File: src/rtl/assert_macros.svh
// assertion macros used by the evaluator top file
// no dependencies
`ifndef ASSERT_MACROS_SVH
`define ASSERT_MACROS_SVH
`ifndef NO_ASSERTIONS
`define ASSERT_CLK(label, clk, rst_n, prop) \
  label: assert property (@(posedge clk) disable iff (!rst_n) (prop)) else $error("assertion failed");
`define ASSERT_NEVER(label, clk, rst_n, expr) \
  label: assert property (@(posedge clk) disable iff (!rst_n) !(expr)) else $error("assertion failed");
`else
`define ASSERT_CLK(label, clk, rst_n, prop)
`define ASSERT_NEVER(label, clk, rst_n, expr)
`endif
`endif

File: src/rtl/ttce_pkg.sv
// shared types and constants for the track threat confidence evaluator
// no dependencies
package ttce_pkg;
  localparam int TRACK_SLOTS = 64;
  localparam int SLOT_W = $clog2(TRACK_SLOTS);
  localparam int CNT_W = $clog2(TRACK_SLOTS + 1);

  localparam logic [16:0] CONF_ONE = 17'd65536;
  localparam logic [16:0] CONF_HIT_STEP = 17'd22938;
  localparam logic [16:0] CONF_DECAY_MUL = 17'd39322;
  localparam logic [16:0] CONF_CONFIRMED_FLOOR = 17'd45875;
  localparam logic [16:0] CONF_TENTATIVE_CEIL = 17'd19661;

  localparam logic [1:0] ST_TENTATIVE = 2'd0;
  localparam logic [1:0] ST_CONFIRMED = 2'd1;
  localparam logic [1:0] ST_LOST = 2'd2;

  localparam logic [1:0] MS_FOUND = 2'd1;

  localparam logic [7:0] CLS_UNKNOWN = 8'd0;
  localparam logic [7:0] CLS_HIGH_TARGET = 8'd1;
  localparam logic [7:0] CLS_HIGH_FIGHTER = 8'd2;
  localparam logic [7:0] CLS_LOW = 8'd3;

  localparam logic [1:0] CFG_MIN_PROB = 2'd0;
  localparam logic [1:0] CFG_MAX_DIST = 2'd1;
  localparam logic [1:0] CFG_AGGR_CONF = 2'd2;

  localparam logic CMD_REPORT = 1'b0;

  // classified item handed from front to back
  typedef struct packed {
    logic       is_report;
    logic       frame_start;
    logic [63:0] key;
    logic       jam;
    logic [1:0] status;
    logic       meas;
    logic [7:0] cls;
    logic [4:0] score;
  } job_t;

  typedef struct packed {
    logic [7:0]  class_code;
    logic [4:0]  threat_level;
    logic [16:0] confidence;
    logic        aggressive_allowed;
    logic        reduce_power;
    logic        jamming_signal;
    logic        recon_platform;
    logic        table_overflow;
  } res_t;
endpackage

File: src/rtl/ttce_front.sv
// front end: threat score and classification of one item
// depends on ttce_pkg
module ttce_front import ttce_pkg::*; (
  input  logic        command,
  input  logic        frame_start,
  input  logic [63:0] assoc_key,
  input  logic [15:0] speed,
  input  logic [15:0] rcs,
  input  logic        jamming,
  input  logic [1:0]  track_status,
  input  logic        has_measurement,
  input  logic [1:0]  match_status,
  input  logic [7:0]  match_type,
  input  logic [16:0] match_probability,
  input  logic [15:0] match_distance,
  input  logic [16:0] min_prob,
  input  logic [15:0] max_dist,
  output job_t        job
);
  logic [4:0] s;
  logic       match_ok;
  always_comb begin
    s = 5'd0;
    if (speed > 16'd4800) s = s + 5'd8;
    else if (speed > 16'd1920) s = s + 5'd4;
    if (rcs > 16'd768) s = s + 5'd4;
    else if (rcs > 16'd307) s = s + 5'd2;
    if (jamming) s = s + 5'd4;
    if (track_status == ST_CONFIRMED) s = s + 5'd1;
    match_ok = (match_status == MS_FOUND) && (match_type != CLS_UNKNOWN) &&
               (match_probability >= min_prob) && (match_distance <= max_dist);
    job.is_report = (command == CMD_REPORT);
    job.frame_start = frame_start;
    job.key = assoc_key;
    job.jam = jamming;
    job.status = track_status;
    job.meas = has_measurement;
    job.score = job.is_report ? s : 5'd0;
    if (!job.is_report) job.cls = CLS_UNKNOWN;
    else if (match_ok) job.cls = match_type;
    else if (s >= 5'd8) job.cls = CLS_HIGH_TARGET;
    else if (s >= 5'd4) job.cls = CLS_LOW;
    else job.cls = CLS_UNKNOWN;
  end
endmodule

File: config.mk
export PLATFORM = sky130hd
export DESIGN_NAME = ttce_front
export DESIGN_NICKNAME = d
export VERILOG_FILES = /design/src/rtl/assert_macros.svh /design/src/rtl/ttce_pkg.sv /design/src/rtl/ttce_front.sv
export SDC_FILE = /design/constraint.sdc
export NUM_CORES = 1
export LEC_CHECK = 0
export ABC_AREA = 1
export BUFFER_PORTS_ARGS = -buffer_cell sky130_fd_sc_hd__buf_2
export CORE_AREA = 4 4 100 102
export DETAILED_ROUTE_END_ITERATION = 8
export DIE_AREA = 0 0 104 106
export PLACE_DENSITY = 0.63
export SKIP_LAST_GASP = 1
export SLEW_MARGIN = 10
export SYNTH_ARGS = -nofsm -noshare
export SYNTH_HDL_FRONTEND = slang
export SYNTH_SLANG_ARGS = --single-unit
File: constraint.sdc
create_clock -name vclk -period 3.1
set_clock_uncertainty 0.2 [all_clocks]
set_input_delay 0.31 -clock vclk [all_inputs]
set_output_delay 0.31 -clock vclk [all_outputs]
set_load 0.1 [all_outputs]
==> impl_summary.txt <==
----------------------------------------------------
[Global route]
  Wire length of the first global-routing pass ... 9.72 mm
  All-layer global routing usage ... 0.102
  Vias in the first global route ... 2,200
  Pin count of the biggest net entering global routing ... 11
  Number of antenna violations at the first check in global routing ... 0
  GR Overflow Total ... 0

[Cells and area]
  Growth of design area from synthesis to finish ... 13.6%
  Share of the core filled with cells ... 0.251
  Seq cells ... 0
  Total of clock buffers placed in the layout ... 0
  Nets@finish ... 625
  Antenna diodes ... 0
  Non-Filler Cell Area, Final ... 2280 um^2
  Fraction of final layout cells sized beyond drive strength 1 ... 0.342
  Storage cell area ... 0 um^2

[Power]
  Internal Dissipation ... 118 uW
  Clock Power Share ... 0
  Power per standard cell area ... 132 nW/um^2
  Share of power burned in registers ... 0
  Net load switching power ... 183 uW
  Static leakage ... 0.00146 uW
  Peak supply drop ... 95.5 uV
  Comb pwr share ... 1.000
  Switching power as a share of total power ... 0.609

[Setup path]
  Worst-path maximum fanout ... 8
  Top Family by Delay on Critical Path ... simple AND/OR/NAND/NOR gates
  CP Cell Sequence ... buf_2, inv_1, ha_1, nand4_1, nor3_1, nand3_1, nand2_1, nand3_4, nor3b_1, buf_2
  Critical path startpoint category ... primary input
  Critical Path Sink ... job[7]
  Delay of the slowest cell on the worst path ... 0.49 ns
  Type of the setup path with the least slack ... in -> out
  Critical Path Sink Type ... output pin
  Count of buffering cells on the critical path with inverters included ... 3
  Crit-path slowest cell ... sky130_fd_sc_hd__buf_2
  Endpoint arrival time on the critical path ... 2.33 ns
  Most prevalent standard cell on the critical path ... sky130_fd_sc_hd__buf_2
  Required time of the worst setup path ... 2.59 ns
  Critical path launch point ... max_dist[11]
  Number of gates on the worst path with buffers counted ... 10

[Clocking]
  Quantity of gates resized following cts ... 0
  Post-CTS setup buffer count ... 0
  Cts-stage hold buffer count ... 0

[Timing]
  Total Negative Setup Slacks ... 0 ns
  Tmin final ... 2.84 ns
  Final hold violations ... 0
  Worst path setup slack after routing ... 0.258 ns
  Setup-violating endpoint count in the final report ... 0
  Worst Max-Slew Pin Slew ... 0.497 ns
  Maximum clock frequency ... 352 MHz
  Setup repair after global routing missed its margin ... false
  Worst hold slack after final layout ... 0.420 ns
  Max transition margin ... 0.671
  Max-slew violations ... 0
  Crit share post-route ... 0.917

[Placed design]
  Count of input and output buffers ... 129
  Final weighted congestion in routability-driven placement ... 0.815
  Place WS ... 0.224 ns
  HPWL after detailed placement ... 5.54 mm
  Area after detailed placement ... 2280 um^2

[Detailed routing]
  DRT iter0 DRCs ... 40
  Number of iterations in the first detailed-routing pass ... 4
  Routed WL ... 6.00 mm
  Detailed-route DRC error count ... 0
  Overall via count from detail_route ... 2,171
  Wire length per cell ... 11.5 um
  Number of nets still failing antenna checks after routing ... 0
  Ratio of routed vias to standard cells ... 4.15

[Floorplanning]
  Num rows ... 35
  Die extent in y ... 106 um
  Number of top-level pins ... 261
  Die extent in x ... 104 um
  Starting density of the core ... 0.221
  Placeable core region ... 9110 um^2
  Total die area ... 11,000 um^2

[Yosys]
  Per-instance average area after synthesis ... 5.70 um^2
  Post-synthesis sequential area ratio ... 0
  Gate count of the mapped netlist ... 353
  Post-synthesis instance area ... 2010 um^2
  Synthesized net count ... 564
  Yosys warns ... 0
  Number of distinct library cells after synthesis ... 21

[Run]
  Number of maximum-capacitance constraint violations ... 0

[Min path]
  Hold Path Class ... in -> out

[Outcome]
  Run status ... complete, no violations

----------------------------------------------------
-- synthesized netlist by cell type --
cell,count,area share
sky130_fd_sc_hd__inv_1,65,0.12
sky130_fd_sc_hd__a21o_1,1,0.0037
sky130_fd_sc_hd__o21a_1,1,0.0037
sky130_fd_sc_hd__a21oi_1,16,0.040
sky130_fd_sc_hd__nor3b_1,5,0.019
sky130_fd_sc_hd__nand2_1,89,0.17
sky130_fd_sc_hd__nor2_1,38,0.071
sky130_fd_sc_hd__nor4_1,2,0.0062
sky130_fd_sc_hd__buf_4,69,0.26
sky130_fd_sc_hd__a21oi_2,1,0.0044
sky130_fd_sc_hd__ha_1,33,0.21
sky130_fd_sc_hd__nand3_4,1,0.0087
sky130_fd_sc_hd__nor3b_2,1,0.0062
sky130_fd_sc_hd__nand3_1,10,0.025
sky130_fd_sc_hd__o21ai_0,4,0.010
sky130_fd_sc_hd__nand2_2,1,0.0031
sky130_fd_sc_hd__clkbuf_1,1,0.0019
sky130_fd_sc_hd__nand4_2,1,0.0062
sky130_fd_sc_hd__nor2_2,4,0.012
sky130_fd_sc_hd__nand4_1,7,0.022
sky130_fd_sc_hd__nor3_1,3,0.0075
-- metrics by stage --
stage	total power, uW	cells
final	301	523
after global routing	347	523
after CTS	307	523
after detailed placement	306	523
after global placement	300	523
after floorplan	595	353
-- per-layer routing --
metal	part of all wire	up-vias	global-route usage
li1	-	1140	-
met1	0.40	874	0.122
met2	0.43	139	0.163
met3	0.15	18	0.0565
met4	0.019	0	0.0199
met5	0	-	0
-- layout by cell type, fill, tap and decap left out --
cell	instances
sky130_fd_sc_hd__nand4_1	7
sky130_fd_sc_hd__nand3_1	10
sky130_fd_sc_hd__nand3_4	1
sky130_fd_sc_hd__a21oi_1	16
sky130_fd_sc_hd__inv_1	65
sky130_fd_sc_hd__ha_1	33
sky130_fd_sc_hd__nor3_2	1
sky130_fd_sc_hd__a21oi_2	1
sky130_fd_sc_hd__buf_2	129
sky130_fd_sc_hd__nor2_1	36
sky130_fd_sc_hd__nand4_2	1
sky130_fd_sc_hd__a21o_1	1
sky130_fd_sc_hd__nor2_2	6
sky130_fd_sc_hd__o21a_1	1
sky130_fd_sc_hd__nor3b_2	1
sky130_fd_sc_hd__nor3_1	2
sky130_fd_sc_hd__nand2_1	89
sky130_fd_sc_hd__nand2_2	1
sky130_fd_sc_hd__nor3b_1	5
sky130_fd_sc_hd__nor4_1	2
sky130_fd_sc_hd__o21ai_0	4
-- logic make-up after synthesis --
kind of cell | Yosys count | share of synthesized area
buffers and inverters | 135 | 0.381
adders and majority gates | 33 | 0.205
and+or+nand+nor | 162 | 0.353
AOI/OAI and AO/OA | 23 | 0.0616
-- how the worst min path moves through the flow --
stage	from	end	depth (start not counted)
6_report	assoc_key[19]	job[36]	0
5_1_grt	assoc_key[44]	job[61]	0
4_1_cts	has_measurement	job[13]	0
3_5_place_dp	has_measurement	job[13]	0
3_3_place_gp	has_measurement	job[13]	0
2_1_floorplan	has_measurement	job[13]	1
-- area by class of cell --
cell class / count / area (um^2)
timing repair buffer: 129 / 646
fill: 1059 / 6820
tap: 111 / 139
inverter: 65 / 244
multi-input combinational: 218 / 1260
-- power groups by stage --
stage | registers [uW] | clock network (uW) | logic [uW]
6_report | 0 | 0 | 301
5_1_grt | 0 | 0 | 347
4_1_cts | 0 | 0 | 307
3_5_place_dp | 0 | 0 | 306
3_3_place_gp | 0 | 0 | 300
2_1_floorplan | 0 | 0 | 595
No activity file was read; power rests on OpenSTA's default activity.
