### config.mk
export PLATFORM = sky130hd
export DESIGN_NAME = ttce_fifo
export DESIGN_NICKNAME = d
export VERILOG_FILES = /design/src/rtl/assert_macros.svh /design/src/rtl/ttce_pkg.sv /design/src/rtl/ttce_fifo.sv
export SDC_FILE = /design/constraint.sdc
export NUM_CORES = 1
export LEC_CHECK = 0
export BUFFER_PORTS_ARGS = -buffer_cell sky130_fd_sc_hd__buf_2
export CAP_MARGIN = 15
export CELL_PAD_IN_SITES_DETAIL_PLACEMENT = 0
export CELL_PAD_IN_SITES_GLOBAL_PLACEMENT = 1
export CORE_MARGIN = 1.5
export CORE_UTILIZATION = 48
export DETAILED_ROUTE_END_ITERATION = 7
export HOLD_SLACK_MARGIN = 0.15
export PLACE_DENSITY = 0.92
export SLEW_MARGIN = 0
export SYNTH_ARGS = -nofsm -noshare
export SYNTH_HDL_FRONTEND = slang
export SYNTH_SLANG_ARGS = --single-unit
### constraint.sdc
create_clock -name clk -period 14.52 [get_ports clk]
set_input_delay 3.63 -clock clk [delete_from_list [all_inputs] [get_ports clk]]
set_output_delay 3.63 -clock clk [all_outputs]
set_load 0.01 [all_outputs]
### src/rtl/assert_macros.svh
// assertion macros used by the evaluator top file
// no dependencies
`ifndef ASSERT_MACROS_SVH
`define ASSERT_MACROS_SVH
`ifndef NO_ASSERTIONS
`define ASSERT_CLK(label, clk, rst_n, prop) \
  label: assert property (@(posedge clk) disable iff (!rst_n) (prop)) else $error("assertion failed");
`define ASSERT_NEVER(label, clk, rst_n, expr) \
  label: assert property (@(posedge clk) disable iff (!rst_n) !(expr)) else $error("assertion failed");
`else
`define ASSERT_CLK(label, clk, rst_n, prop)
`define ASSERT_NEVER(label, clk, rst_n, expr)
`endif
`endif

### src/rtl/ttce_pkg.sv
// shared types and constants for the track threat confidence evaluator
// no dependencies
package ttce_pkg;
  localparam int TRACK_SLOTS = 64;
  localparam int SLOT_W = $clog2(TRACK_SLOTS);
  localparam int CNT_W = $clog2(TRACK_SLOTS + 1);

  localparam logic [16:0] CONF_ONE = 17'd65536;
  localparam logic [16:0] CONF_HIT_STEP = 17'd22938;
  localparam logic [16:0] CONF_DECAY_MUL = 17'd39322;
  localparam logic [16:0] CONF_CONFIRMED_FLOOR = 17'd45875;
  localparam logic [16:0] CONF_TENTATIVE_CEIL = 17'd19661;

  localparam logic [1:0] ST_TENTATIVE = 2'd0;
  localparam logic [1:0] ST_CONFIRMED = 2'd1;
  localparam logic [1:0] ST_LOST = 2'd2;

  localparam logic [1:0] MS_FOUND = 2'd1;

  localparam logic [7:0] CLS_UNKNOWN = 8'd0;
  localparam logic [7:0] CLS_HIGH_TARGET = 8'd1;
  localparam logic [7:0] CLS_HIGH_FIGHTER = 8'd2;
  localparam logic [7:0] CLS_LOW = 8'd3;

  localparam logic [1:0] CFG_MIN_PROB = 2'd0;
  localparam logic [1:0] CFG_MAX_DIST = 2'd1;
  localparam logic [1:0] CFG_AGGR_CONF = 2'd2;

  localparam logic CMD_REPORT = 1'b0;

  // classified item handed from front to back
  typedef struct packed {
    logic       is_report;
    logic       frame_start;
    logic [63:0] key;
    logic       jam;
    logic [1:0] status;
    logic       meas;
    logic [7:0] cls;
    logic [4:0] score;
  } job_t;

  typedef struct packed {
    logic [7:0]  class_code;
    logic [4:0]  threat_level;
    logic [16:0] confidence;
    logic        aggressive_allowed;
    logic        reduce_power;
    logic        jamming_signal;
    logic        recon_platform;
    logic        table_overflow;
  } res_t;
endpackage

### src/rtl/ttce_fifo.sv
// two entry queue between front and back
// depends on ttce_pkg
module ttce_fifo import ttce_pkg::*; (
  input  logic clk,
  input  logic rst_n,
  input  logic push,
  input  job_t wdata,
  output logic full,
  input  logic pop,
  output logic empty,
  output job_t rdata
);
  job_t       q_r [2];
  logic       wp_r, rp_r;
  logic [1:0] cnt_r;
  assign full = (cnt_r == 2'd2);
  assign empty = (cnt_r == 2'd0);
  assign rdata = q_r[rp_r];
  always_ff @(posedge clk) begin
    if (push && !full) begin
      q_r[wp_r] <= wdata;
    end
    if (!rst_n) begin
      wp_r <= 1'b0;
      rp_r <= 1'b0;
      cnt_r <= 2'd0;
    end else begin
      if (push && !full) wp_r <= ~wp_r;
      if (pop && !empty) rp_r <= ~rp_r;
      cnt_r <= cnt_r + {1'b0, push && !full} - {1'b0, pop && !empty};
    end
  end
endmodule

==> results.md, run 1 <==
* Status: complete, no violations
* VDD IR-drop max at 0.0994 mV
* Crit path DAT at 2.56 ns
* Cts hold-fix bufs at 0
* Global route overflow at 0
* R2R cell count at 4
* Pins Over Slew Limit at 0
* Tot Pwr at 0.00144 W
* Number of cell rows at 42
* Post-cts sizing count at 0
* Crit share post-route at 0.426
* Worst Hold Class: flop to flop
* Critical path endpoint: rdata[0]
* Worst r2r src: cnt_r[0]
* Root buf cell: clkbuf_16
* CP Capture Type: output pin
* WP data required at 10.89 ns
* Synth area leader: edfxtp_1
* Max-cap violation count at 0
* Sink Count at 171
* Die area at 14300 um^2
* CTS Buffer Depth at 2
* Final hold vios at 0
* CP max FO at 54
* Post-synthesis sequential area ratio at 0.781
* Post-DP HPWL at 6890 um
* Critical setup path kind: flop to output pin
* Antenna diodes at 0
* PortBufs at 171
* Initial antenna violation count at 1
* Warnings, synthesis at 0
* P&R area growth vs syn at 25.2%
* Vias in the first global route at 3290
* Antenna-violating nets left at 0
* Worst-path clk slew at 0.06 ns
* # nets final at 556
* Final min period at 6.19 ns
* Core area at 13200 um^2
* Initial Util at 0.492
* Number of buffers created by CTS at 17
* Area after DPL at 7520 um^2
* Global-route usage over all layers at 0.153
* Switching share of power at 0.257
* H-Tree Depth at 4
* Vias post-DR at 3164
* Sequential share of power at 0.454
* DR pass1 iterations at 4
* Slew headroom at 0.227
* IO Pins at 172
* PD cells at 176 nW/um^2
* Final WL at 10800 um
* Post-Syn Nets at 372
* Syn Inst Count at 283
* F_max at 162 MHz
* Leakage Power at 3.20 nW
* Top post-synthesis cells by area: edfxtp_1, mux2_4, mux2_2
* Flop2flop setup slack at 12.42 ns
* Postcts setup bufs at 0
* Comb power frac at 0.234
* Global-route wire length before repair at 16400 um
* Unrepaired setup endpoints after global routing: no
* Final setup violation count at 0
* Worst slew pin tran at 1.16 ns
* FF/Latch Area at 5090 um^2
* DR vias/cell at 4.82
* Clk_skew at 0.00543 ns
* CTS tree: built
* Global placer's final weighted congestion at 0.696
* Layout cell share with drive strength beyond 1 at 0.608
* Initial DRC Count at 178
* #FFs+latches synth at 171
* Setup TNS at 0 ns
* Critical R2R Capture: q_r[0][82]
* Fillcell total at 979
* Sw Pwr at 0.000370 W
* Distinct cells, synth at 17
* Multi-input gate area at 1340 um^2
* Worst skew pair latency at 0.41 ns
* Syn Area/Cell at 23.0 um^2
* Pint at 0.00107 W
* Top-area cell type share of the netlist area at 0.765
* Largest net degree at the start of global routing at 84
* DRC violations left at 0
* Fin area at 8160 um^2
* CP Launch Type: flop
* Die Y at 119 um
* Clk pwr share at 0.312
* Post-Syn Area at 6510 um^2
* Die width at 119 um
* Post-DR wirelength/cell at 16.4 um
## sequential cells by signal, indices dropped and copies added, names as in the netlist, named ones only
name and count:
wp_r 1, q_r 166, rp_r 1, cnt_r 2
## layout by cell type (no fill, tap or decap)
| cell | synthesis | layout |
|---|---|---|
| nand2_1 | 2 | 2 |
| buf_4 | 0 | 2 |
| mux2_2 | 13 | 13 |
| buf_2 | 1 | 171 |
| inv_6 | 0 | 2 |
| clkinv_2 | 0 | 2 |
| inv_1 | 2 | 2 |
| clkinvlp_4 | 0 | 2 |
| nand2b_1 | 2 | 2 |
| dfxtp_4 | 0 | 1 |
| nor2_1 | 2 | 1 |
| xnor2_1 | 3 | 3 |
| nor2_4 | 0 | 1 |
| edfxtp_1 | 166 | 166 |
| and2_1 | 2 | 2 |
| nor2b_1 | 2 | 2 |
| ha_1 | 2 | 2 |
| buf_16 | 0 | 1 |
| dfxtp_1 | 5 | 4 |
| mux2_4 | 70 | 70 |
| o21a_1 | 1 | 1 |
| clkinv_4 | 0 | 4 |
| clkbuf_16 | 0 | 17 |
| and3_4 | 0 | 1 |
| clkbuf_8 | 0 | 3 |
| mux2i_1 | 1 | 1 |
| bufinv_16 | 0 | 2 |
## kinds of logic after synthesis
kind of cell | share of synthesized area
simple gates | 0.00903
flops | 0.781
compound gates | 0.00115
xor+xnor | 0.00404
buf+inv | 0.0158
fa+ha+maj | 0.00384
mux | 0.185
## routing by layer
layer | vias up | global-route usage | part of all wire
met5 | - | 0 | 0.0015
met4 | 2 | 0.0751 | 0.023
met3 | 22 | 0.0556 | 0.067
met2 | 119 | 0.247 | 0.50
met1 | 1533 | 0.182 | 0.41
li1 | 1488 | - | -
## per-stage QoR
stage / cells / setup slack [ns] / utilization / hold WS (ns)
after floorplan: 283 / 6.81 / - / 0.455
after global placement: 623 / 8.76 / 0.568 / 0.510
after detailed placement: 623 / 8.74 / 0.568 / 0.532
after CTS: 655 / 8.29 / 0.614 / 0.544
after global routing: 656 / 8.20 / 0.616 / 0.559
final: 656 / 8.33 / 0.616 / 0.533
## synth_stat cells
library cell and instances:
nor2_1 2, mux2_2 13, edfxtp_1 166, nor2b_1 2, nand2_1 2, o21a_1 1
buf_6 8, and2_1 2, dfxtp_1 5, mux2i_1 1, ha_1 2, buf_2 1
mux2_4 70, and3_1 1, xnor2_1 3, nand2b_1 2, inv_1 2
## critical path: stages, from the launching register on
cell and delay (ns):
dfxtp_4 0.70, buf_4 0.80, mux2_2 0.42, buf_2 0.14
## power groups by stage
stage          clock [W]  combinational (W)  sequential (W)
6_report        0.000448           0.000337        0.000653
5_1_grt         0.000476           0.000361        0.000661
4_1_cts         0.000459           0.000340        0.000656
3_5_place_dp           0           0.000339        0.000666
3_3_place_gp           0           0.000334        0.000661
2_1_floorplan          0           0.000250        0.000650
## how the worst min path moves through the flow
stage                       to  slack (ns)  startpoint  cells past startpoint
after global routing      wp_r        0.56        wp_r                      2
final                     wp_r        0.53        wp_r                      2
after floorplan           wp_r        0.45        wp_r                      2
after detailed placement  wp_r        0.53        wp_r                      2
after CTS                 wp_r        0.54        wp_r                      2
after global placement    wp_r        0.51        wp_r                      2
## final cells by class
type                    count  share of cell area
clock buffers              20              0.0572
clock inverters            12              0.0169
inverters                   2            0.000920
multi-input cells         101               0.164
flip-flops and latches    171               0.624
well taps                 176              0.0270
repair buffers            174               0.110
Note: power is estimated with default switching activity, not from simulation.
==> run 2: changes to the inputs <==
ABC_AREA = 1   (was default)
CORE_UTILIZATION = 40   (was 48)
PLACE_DENSITY = 0.82   (was 0.92)
clock period = 5.1 ns   (was 14.52 ns; I/O delays follow)
==> run 2 against run 1 <==
- total power increased to 2.8 times the previous value
- sequential power rose to 2.9 times the previous value
- highest routed layer is now met4
- clock skew is essentially flat
- non-clock buffer count up 1
- largest cell class unchanged
- utilization down 11 points
- routed wire length is 4.1% higher
- sequential cell count unchanged
- via count is 1.0% higher
- final cell count increased by 7.8%
==> results.md, run 2 <==
* DR pass1 iterations at 4
* Number of buffers created by CTS at 17
* Post-Syn Nets at 385
* Cts hold-fix bufs at 0
* Compound-Gate Fraction of Synth Area at 0.00152
* Met1 Track Usage GR at 0.146
* IO Pins at 172
* Antenna diodes at 0
* Critical path depth at 3
* GR Util met3 at 0.0556
* Flop2flop setup slack at 3.13 ns
* PD cells at 494 nW/um^2
* #FFs+latches synth at 171
* Hold_sp: rp_r
* Asr flop ratio synth at 0
* Max-cap violation count at 0
* Leakage Power at 3.21 nW
* Final core utilization at 0.510
* Postcts setup bufs at 0
* Buf+Inv Stages, Crit Path at 2
* Top-area cell type share of the netlist area at 0.757
* Slowest stage cell, crit path: dfxtp_4
* P&R area growth vs syn at 23.9%
* Post-Synth XOR/XNOR Area at 0
* Post-DR wirelength/cell at 15.8 um
* Unrepaired setup endpoints after global routing: no
* Global-route wire length before repair at 17500 um
* Worst skew pair latency at 0.41 ns
* R2R cell count at 5
* Met2 usage at 0.231
* Critical R2R Capture: q_r[0][23]
* Vias in the first global route at 3400
* Post-synth top cells: edfxtp_1, mux2_4, mux2_2
* Distinct cells, synth at 13
* CP Launch Type: flop
* Worst slew pin tran at 0.708 ns
* Crit path DAT at 2.16 ns
* Largest register FFs at 166
* Post-Syn Area at 6590 um^2
* Initial antenna violation count at 0
* Largest net degree at the start of global routing at 64
* Area after DPL at 7620 um^2
* Commonest cells after routing, fill and taps aside: buf_2, edfxtp_1, mux2_4, clkbuf_16, mux2_2
* Most instantiated library cell after synthesis: edfxtp_1
* Final hold vios at 0
* Syn Inst Count at 296
* Final WL at 11200 um
* Critical path endpoint: rdata[2]
* Syn Area/Cell at 22.3 um^2
* Critical setup path kind: flop to output pin
* Worst r2r src: cnt_r[0]
* Post-cts sizing count at 0
* Initial DRC Count at 186
* Worst-path clk slew at 0.06 ns
* Initial Util at 0.412
* Status: complete, no violations
* Global placer's final weighted congestion at 0.725
* CP Capture Type: output pin
* Setup TNS at 0 ns
* DRC violations left at 0
* Die Y at 131 um
* PortBufs at 171
* Final min period at 3.44 ns
* Global route overflow at 0
* Top post-synthesis cells by area: edfxtp_1, mux2_4, mux2_2
* Fin area at 8160 um^2
* Top FF cell, synth: edfxtp_1
* Leading cell type in the layout, fill and taps excluded: buf_2
* # nets final at 570
* H-Tree Depth at 4
* Post-synthesis sequential area ratio at 0.772
* Mux cell area share after synthesis at 0.182
* Die width at 131 um
* Warnings, synthesis at 0
* Root buf cell: clkbuf_16
* Slew headroom at 0.528
* Layout cell share with drive strength beyond 1 at 0.582
* Biggest regs: q_r (166), cnt_r (2)
* WP data required at 3.83 ns
* Final setup violation count at 0
* CP max FO at 47
* Slowest stage delay, CP at 0.80 ns
* Post-DP HPWL at 7520 um
* VDD IR-drop max at 0.314 mV
* Gr busiest metal: met2
* Post-synth EDFFs at 166
* Core area at 16000 um^2
* Vias post-DR at 3197
* Number of cell rows at 46
* Switching share of power at 0.257
* Worst Hold Class: flop to flop
* Clk_skew at 0.00508 ns
* Pins Over Slew Limit at 0
* Pint at 0.00300 W
* Top reg by flops: q_r
* Comb power frac at 0.240
* Clk pwr share at 0.293
* Post-synthesis simple-gate area fraction at 0.0120
* F_max at 291 MHz
* Crit share post-route at 0.674
* Largest family of logic cells by synthesized area: multiplexers
* Sw Pwr at 0.00104 W
* Worst path cell trace: buf_12 > mux2_2 > buf_2
* Die area at 17200 um^2
* Synth area leader: edfxtp_1
* CTS Buffer Depth at 2
* DR vias/cell at 4.52
* CTS tree: built
* Antenna-violating nets left at 0
* Sink Count at 171
* Sequential share of power at 0.467
* Global-route usage over all layers at 0.133
* Adder-cell share of the synthesized area at 0.00380
* CP delay by family, top: flip-flops
* Tot Pwr at 0.00403 W
[run 2: changes by cell type in the layout (fill, tap and decap cells not counted), moves of 3 or more]
cell      delta
clkinv_4     -3
nand2_1      +7
clkbuf_1     +4
clkbuf_8     -3
nand3_1      +3
nor2_1       +6
xnor2_1      -3
inv_1        +6
[run 2: layout make-up]
| type | instances | area [um^2] |
|---|---|---|
| fillers | 1357 | 7840 |
| flip-flops and latches | 171 | 5090 |
| clock buffers | 21 | 440 |
| clock inverters | 8 | 98.8 |
| inverters | 9 | 35.0 |
| multi-input cells | 107 | 1320 |
| well taps | 216 | 270 |
| repair buffers | 175 | 911 |
[run 2: cell families (layout without fill, tap and decap cells)]
kind of cell / count (synthesis) / after routing
adder cells (fa/ha/maj): 2 / 2
buffers and inverters: 18 / 213
AO/OA/AOI/OAI: 2 / 2
AND/OR/NAND/NOR: 20 / 20
flip-flops: 171 / 171
multiplexers: 83 / 83
[run 2: tightest hold or removal path, stage by stage, from the launching register on]
cell and delay (ns):
dfxtp_1 0.34, nor2_1 0.06, nor2_1 0.08
[run 2: how the worst min path moves through the flow]
| stage | endpoint | depth (start not counted) |
|---|---|---|
| after floorplan | flop | 2 |
| after global placement | rp_r | 2 |
| after detailed placement | rp_r | 2 |
| after CTS | rp_r | 2 |
| after global routing | rp_r | 2 |
| final | rp_r | 2 |
[run 2: per-layer routing]
metal  routed length (um)  vias to the layer above
met1                 4450                     1561
li1                     -                     1515
met3                  777                       12
met2                 5810                      109
met4                  166                        0
met5                    0                        -
[run 2: power groups by stage]
stage | sequential, W | clock (W) | combinational (W)
6_report | 0.00188 | 0.00118 | 0.000968
5_1_grt | 0.00191 | 0.00127 | 0.00105
4_1_cts | 0.00189 | 0.00122 | 0.000991
3_5_place_dp | 0.00192 | 0 | 0.000987
3_3_place_gp | 0.00191 | 0 | 0.000967
2_1_floorplan | 0.00186 | 0 | 0.000749
[run 2: through the flow]
stage	worst slack, ns	hold WS (ns)	cells
global placement	2.06	0.491	678
detailed placement	2.04	0.500	678
CTS	1.58	0.516	707
floorplan	1.17	0.467	296
global route	1.52	0.545	707
finish	1.66	0.514	707
